<file path="src/rtl/record_assembly_ring_fifo_macros.svh">
// ----------------------------------------------------------------------------
// Record assembly ring FIFO assertion macros
// Concurrent assertion wrappers; they compile away when SYNTH is defined.
// ----------------------------------------------------------------------------
`ifndef RECORD_ASSEMBLY_RING_FIFO_MACROS_SVH
`define RECORD_ASSEMBLY_RING_FIFO_MACROS_SVH
`ifndef SYNTH
// Same-cycle implication, sampled on clk, quiet during reset.
`define RAF_ASSERT_NOW(lbl, ante, cons, msg) \
	lbl: assert property (@(posedge clk) disable iff (!arst_n) (ante) |-> (cons)) \
		else $error(msg);
// Next-cycle implication, sampled on clk, quiet during reset.
`define RAF_ASSERT_NEXT(lbl, ante, cons, msg) \
	lbl: assert property (@(posedge clk) disable iff (!arst_n) (ante) |=> (cons)) \
		else $error(msg);
`else
`define RAF_ASSERT_NOW(lbl, ante, cons, msg)
`define RAF_ASSERT_NEXT(lbl, ante, cons, msg)
`endif
`endif

</file>
<file path="src/rtl/raf_pkg.sv">
// ----------------------------------------------------------------------------
// Record assembly ring FIFO package
// Shared constants, operation and status codes, payload and control types.
// ----------------------------------------------------------------------------
package raf_pkg;

	// Ring geometry.
	localparam int DEPTH     = 64;
	localparam int PTR_W     = $clog2(DEPTH);
	localparam int FIELD_W   = 5;
	localparam int NUM_SMALL = 4;

	// Field mask bit of the average voltage.
	localparam logic [FIELD_W-1:0] AVG_MASK = FIELD_W'(1);

	// Operation codes.
	localparam logic [2:0] OP_WR_AVG   = 3'd0;
	localparam logic [2:0] OP_WR_FIELD = 3'd1;
	localparam logic [2:0] OP_READ     = 3'd2;
	localparam logic [2:0] OP_LAST_AVG = 3'd3;
	localparam logic [2:0] OP_CLEAR    = 3'd4;

	// Field select codes for a field write.
	localparam logic [2:0] FS_OFFSET     = 3'd1;
	localparam logic [2:0] FS_TEMP_THREE = 3'd4;

	// Status codes.
	localparam logic [2:0] ST_OK         = 3'd0;
	localparam logic [2:0] ST_OVERFLOW   = 3'd1;
	localparam logic [2:0] ST_INCOMPLETE = 3'd2;
	localparam logic [2:0] ST_INC_OVF    = 3'd3;
	localparam logic [2:0] ST_OVERWRITE  = 3'd4;
	localparam logic [2:0] ST_INVALID    = 3'd5;
	localparam logic [2:0] ST_NOT_FILLED = 3'd6;

	// Controller states.
	typedef enum logic [1:0] {
		S_IDLE,
		S_READ,
		S_CLEAR
	} state_t;

	// Input transaction.
	typedef struct packed {
		logic [2:0]  operation;
		logic [2:0]  field_select;
		logic [63:0] value_bits;
	} item_t;

	// Result transaction.
	typedef struct packed {
		logic [2:0]  status;
		logic [63:0] avg_bits;
		logic [31:0] offset_bits;
		logic [31:0] temp_one_bits;
		logic [31:0] temp_two_bits;
		logic [31:0] temp_three_bits;
	} result_t;

	// Controller to datapath commands.
	typedef struct packed {
		logic issue;
		logic read_out;
		logic sweep;
	} raf_cmd_t;

	// Datapath to controller status.
	typedef struct packed {
		logic sweep_last;
	} raf_stat_t;

endpackage

</file>
<file path="src/rtl/raf_ctrl.sv">
// ----------------------------------------------------------------------------
// Record assembly ring FIFO controller
// Sequences transaction issue, the registered memory read and the clear sweep.
// ----------------------------------------------------------------------------
module raf_ctrl import raf_pkg::*; (
	input  logic       clk,
	input  logic       arst_n,
	input  logic       start,
	input  logic [2:0] operation,
	input  raf_stat_t  stat,
	output raf_cmd_t   cmd,
	output logic       busy
);

	state_t state_q;
	state_t state_d;

	// State register; reset begins with a clearing sweep of the store.
	always_ff @(posedge clk or negedge arst_n) begin
		if (!arst_n) begin
			state_q <= S_CLEAR;
		end else begin
			state_q <= state_d;
		end
	end

	// Next state and commands.
	always_comb begin
		state_d      = state_q;
		cmd.issue    = 1'b0;
		cmd.read_out = 1'b0;
		cmd.sweep    = 1'b0;
		busy         = 1'b1;
		unique case (state_q)
			S_IDLE: begin
				busy      = 1'b0;
				cmd.issue = start;
				if (start) begin
					if (operation == OP_READ || operation == OP_LAST_AVG) begin
						state_d = S_READ;
					end else if (operation == OP_CLEAR) begin
						state_d = S_CLEAR;
					end
				end
			end
			S_READ: begin
				cmd.read_out = 1'b1;
				state_d      = S_IDLE;
			end
			S_CLEAR: begin
				cmd.sweep = 1'b1;
				if (stat.sweep_last) begin
					state_d = S_IDLE;
				end
			end
			default: begin
				state_d = S_IDLE;
			end
		endcase
	end

endmodule

</file>
<file path="config.mk">
export PLATFORM = sky130hd
export DESIGN_NAME = raf_ctrl
export DESIGN_NICKNAME = d
export VERILOG_FILES = /design/src/rtl/record_assembly_ring_fifo_macros.svh /design/src/rtl/raf_pkg.sv /design/src/rtl/raf_ctrl.sv
export SDC_FILE = /design/constraint.sdc
export NUM_CORES = 1
export LEC_CHECK = 0
export ABC_AREA = 1
export BUFFER_PORTS_ARGS = -buffer_cell sky130_fd_sc_hd__buf_2
export CORE_AREA = 2 2 39 41
export CTS_BUF_LIST = sky130_fd_sc_hd__clkbuf_8
export CTS_CLUSTER_SIZE = 14
export DETAILED_ROUTE_END_ITERATION = 6
export DIE_AREA = 0 0 41 43
export SLEW_MARGIN = 20
export SYNTH_ARGS = -nofsm -noshare
export SYNTH_HDL_FRONTEND = slang
export SYNTH_SLANG_ARGS = --single-unit
</file>
<file path="constraint.sdc">
create_clock -name clk -period 0.8 [get_ports clk]
set_input_delay 0.08 -clock clk [delete_from_list [all_inputs] [get_ports clk]]
set_output_delay 0.08 -clock clk [all_outputs]
set_load 0.02 [all_outputs]
</file>
Word level (Yosys, flattened, before mapping)
Index checks and enable logic that the tools add are counted.
{ "totals": {"reg_bits": 2} }
{ "classes": {"n_mux": 9, "eq_ne": 8, "n_reduce_logical": 3} }
{ "ops": {"columns": ["cell", "n"], "rows": [
  ["$mux W2", 4],
  ["$eq A3 B2 Y1 const B", 2],
  ["$mux W1", 4],
  ["$ne A2 B2 Y1 const B", 2],
  ["$pmux W2 S2", 1],
  ["$eq A3 B3 Y1 const B", 1],
  ["$ne A3 B3 Y1 const B", 1],
  ["$reduce_and A3 Y1", 1],
  ["$eq A2 B1 Y1 const B", 1],
  ["$eq A2 B2 Y1 const B", 1],
  ["$logic_not A2 Y1", 1],
  ["$logic_or A1 B1 Y1", 1]
]} }

Depth between registers and ports, before layout
{ "depth": {"ltp_word": 5, "mapped_depth": 5, "ltp_nobuf": 5} }

Worst setup path after synthesis
OpenSTA, ideal clock, no wires.
{ "synth_timing": {"path_kind": "reg-to-output", "startpoint": "reg state_q[1]", "endpoint": "out cmd[0] (netlist bit)", "t_arrival_ns": 0.859, "setup_slack_ns": -0.139, "path_stages_with_launch": 3, "path_cell_list": "dfstp_2 > inv_2 > nor2_1"} }
{ "synth_lines": {"columns": ["element", "line", "text"], "rows": [
  ["start: declaration", "raf_ctrl.sv:15", "state_t state_q;"],
  ["start signal: assignment", "raf_ctrl.sv:23", "state_q <= state_d;"],
  ["end: declaration", "raf_ctrl.sv:11", "output raf_cmd_t cmd,"]
]} }

==> metrics.md <==
| Metric | Value |
|---|---|
| Final Max Slew Viols | 0 |
| Post-synth top area share | 0.183 |
| #FFs+latches synth | 2 |
| Final core occ | 0.225 |
| Worst Path Max Fanout | 2 |
| Sequential share of power | 0.178 |
| Largest family of logic cells by synthesized area | simple AND/OR/NAND/NOR gates |
| CTS root buf | clkbuf_8 |
| CTS tree | done |
| Largest regs | state_q: 2 flops |
| Worst-Margin Slew | 0.212 ns |
| Most flops, register | state_q |
| Worst-path clk slew | 0.03 ns |
| Drt via density | 3.26 |
| Wire length per cell | 6.85 um |
| Clk buf depth | 2 |
| Int Pwr | 498 uW |
| Fin nets | 45 |
| Sw Pwr | 147 uW |
| First drt pass iteration count | 1 |
| Antenna viol nets, final | 0 |
| Slew margin rel. | 0.857 |
| First-pass GRT wire length | 565 um |
| WS Path Type | reg -> out |
| Setup TNS | -1.53 ns |
| Avg Inst Size Synth | 7.57 um^2 |
| Worst Path Required | 0.72 ns |
| Final hold vios | 0 |
| Synth Area in Compound Gates | 0 |
| Area contributors post-synth | dfstp_2 (18%), dfrtp_1 (17%), nor2_1 (13%) |
| Clock latency on the worst-skew pair | 0.21 ns |
| PortBufs | 10 |
| H-tree Lvls | 1 |
| Leak | 0.167 nW |
| Diodes inserted | 0 |
| Hpwl dp | 285 um |
| Period utilization | 1.40 |
| CORE AREA | 1380 um^2 |
| RSZ-0062 raised after global routing | yes |
| Cell Pwr Density | 2070 nW/um^2 |
| Chip Width | 41 um |
| Comb power frac | 0.198 |
| Residual DRC | 0 |
| Mapped Cells | 19 |
| Sequential fraction of the synthesis area | 0.357 |
| Antenna violations before repair | 0 |
| Worst hold-check path type | in -> reg |
| Post-Synth XOR/XNOR Area | 0 |
| Die height | 43 um |
| Final Skew | 0.00579 ns |
| Placed Cells | 45 |
| Total Wirelength | 363 um |
| Total Power | 645 uW |
| Cell taking the most area after synthesis | dfstp_2 |
| Largest net degree at the start of global routing | 5 |
| Final Instance Area | 312 um^2 |
| Max Cap Viol | 0 |
| Vias after detailed routing | 173 |
| Max reg flops | 2 |
| Failing checks | setup timing |
| Clock Sinks | 2 |
| Fmax | 894 MHz |
| GRT Util Overall | 0.0522 |
| Io pins | 11 |
| Final setup fails | 6 |
| Post-route non-filler standard cell count | 53 |
| Adder-cell area share of the yosys netlist | 0 |
| Area Growth Syn to Fin | 117% |
| Setup ws final | -0.318 ns |
| Area post-placement | 219 um^2 |
| Post-layout min period | 1.12 ns |
| Vias in the first global route | 170 |
| DIE AREA | 1760 um^2 |
| Post-synthesis mux area share | 0 |
| Starting density of the core | 0.104 |
| Syn nets | 26 |
| Netlist Area Pre-Place | 144 um^2 |
| TritonCTS buffer count | 3 |
| Fraction of layout cells with a size suffix above 1 | 0.676 |
| Post-synthesis simple-gate area fraction | 0.522 |
| Status | complete, but fails checks |
| Final Wtd Congestion | 0.520 |
| DRT iter0 DRCs | 0 |
| Site row count | 14 |
| Cell variety after synth | 13 |
| WP data arrival | 1.04 ns |
| CP Capture Type | output pin |
| Switch share | 0.228 |
| Synth warn | 0 |
| Critical Path Source Type | flop |
| Clock group share of total power | 0.624 |
| Maximum VDD drop | 0.000397 V |
| GRT Residual Overflow | 0 |
repair_timing:
action	4_1_cts	5_1_grt
endpoints found under the setup margin	6	6
hold buffers	1	0
gates resized for setup	4	1
pin swaps	2	1
endpoints found under the hold margin	2	0
setup buffers	3	0
worst paths after layout:
check / startpoint / to / slack (ns) / cells past startpoint
worst max register to register: state_q[1] / state_q[1] / -0.19 / 6
worst max-delay path: state_q[1] / cmd[1] / -0.32 / 3
min in group asynchronous: arst_n / state_q[0] / 0.19 / 2
worst min-delay path: operation[2] / state_q[0] / 0.06 / 2
max in group asynchronous: arst_n / state_q[1] / 0.42 / 2
worst min register to register: state_q[0] / state_q[1] / 0.63 / 3
metrics by stage:
step	hold WS, ns	worst slack, ns
finish	0.0575	-0.318
global route	0.0657	-0.348
CTS	0.0570	-0.308
detailed placement	-0.133	-0.130
global placement	-0.134	-0.115
floorplan	-0.216	-0.0951
cell usage after synthesis:
master    n
inv_1     1
inv_2     2
nand2_4   1
dfrtp_1   1
inv_4     1
nand3b_1  1
nor2_1    5
nand2_1   2
dfstp_2   1
nor2_2    1
nor4_2    1
nand3_1   1
nand4_1   1
cells by family after synthesis:
kind of cell / count (synthesis)
AND/OR/NAND/NOR: 13
buffers and inverters: 4
flip-flops: 2
placed cells by master, fill, tap and decap left out:
master | netlist | layout
buf_4 | 0 | 3
nand3_1 | 1 | 1
nor2_2 | 1 | 3
clkbuf_8 | 0 | 3
inv_1 | 1 | 2
nor2_1 | 5 | 3
dlygate4sd3_1 | 0 | 1
buf_6 | 0 | 2
dfstp_2 | 1 | 1
nand2_4 | 1 | 1
nand2_1 | 2 | 2
inv_4 | 1 | 2
nand3b_1 | 1 | 1
dfrtp_1 | 1 | 1
nor4_2 | 1 | 1
buf_2 | 0 | 8
nand4_1 | 1 | 1
inv_2 | 2 | 1
power by group through the flow:
stage               Sequential, mW  Combinational, mW  Clock, mW
detailed placement           0.115             0.0958          0
global route                 0.116              0.140      0.431
global placement             0.115             0.0955          0
finish                       0.115              0.128      0.403
CTS                          0.114              0.128      0.412
floorplan                    0.115             0.0616          0
area by class of cell:
type	instances	area, um^2
inverter	4	20.0
tap	16	20.0
clock buffer	3	41.3
sequential	2	51.3
timing repair buffer	14	95.1
fill	156	1070
clock inverter	1	3.75
multi-input combinational	13	80.1
routing by layer:
metal	part of all wire	track usage
met3	0.055	0.0157
met4	0	0.0800
met2	0.60	0.0719
met5	0	0
met1	0.34	0.0450
critical path, cell delays in order (launching register included):
cell     delay [ns]
dfstp_2        0.54
buf_4          0.11
nor2_1         0.03
buf_2          0.15
Note: power is estimated with default switching activity, not from simulation.
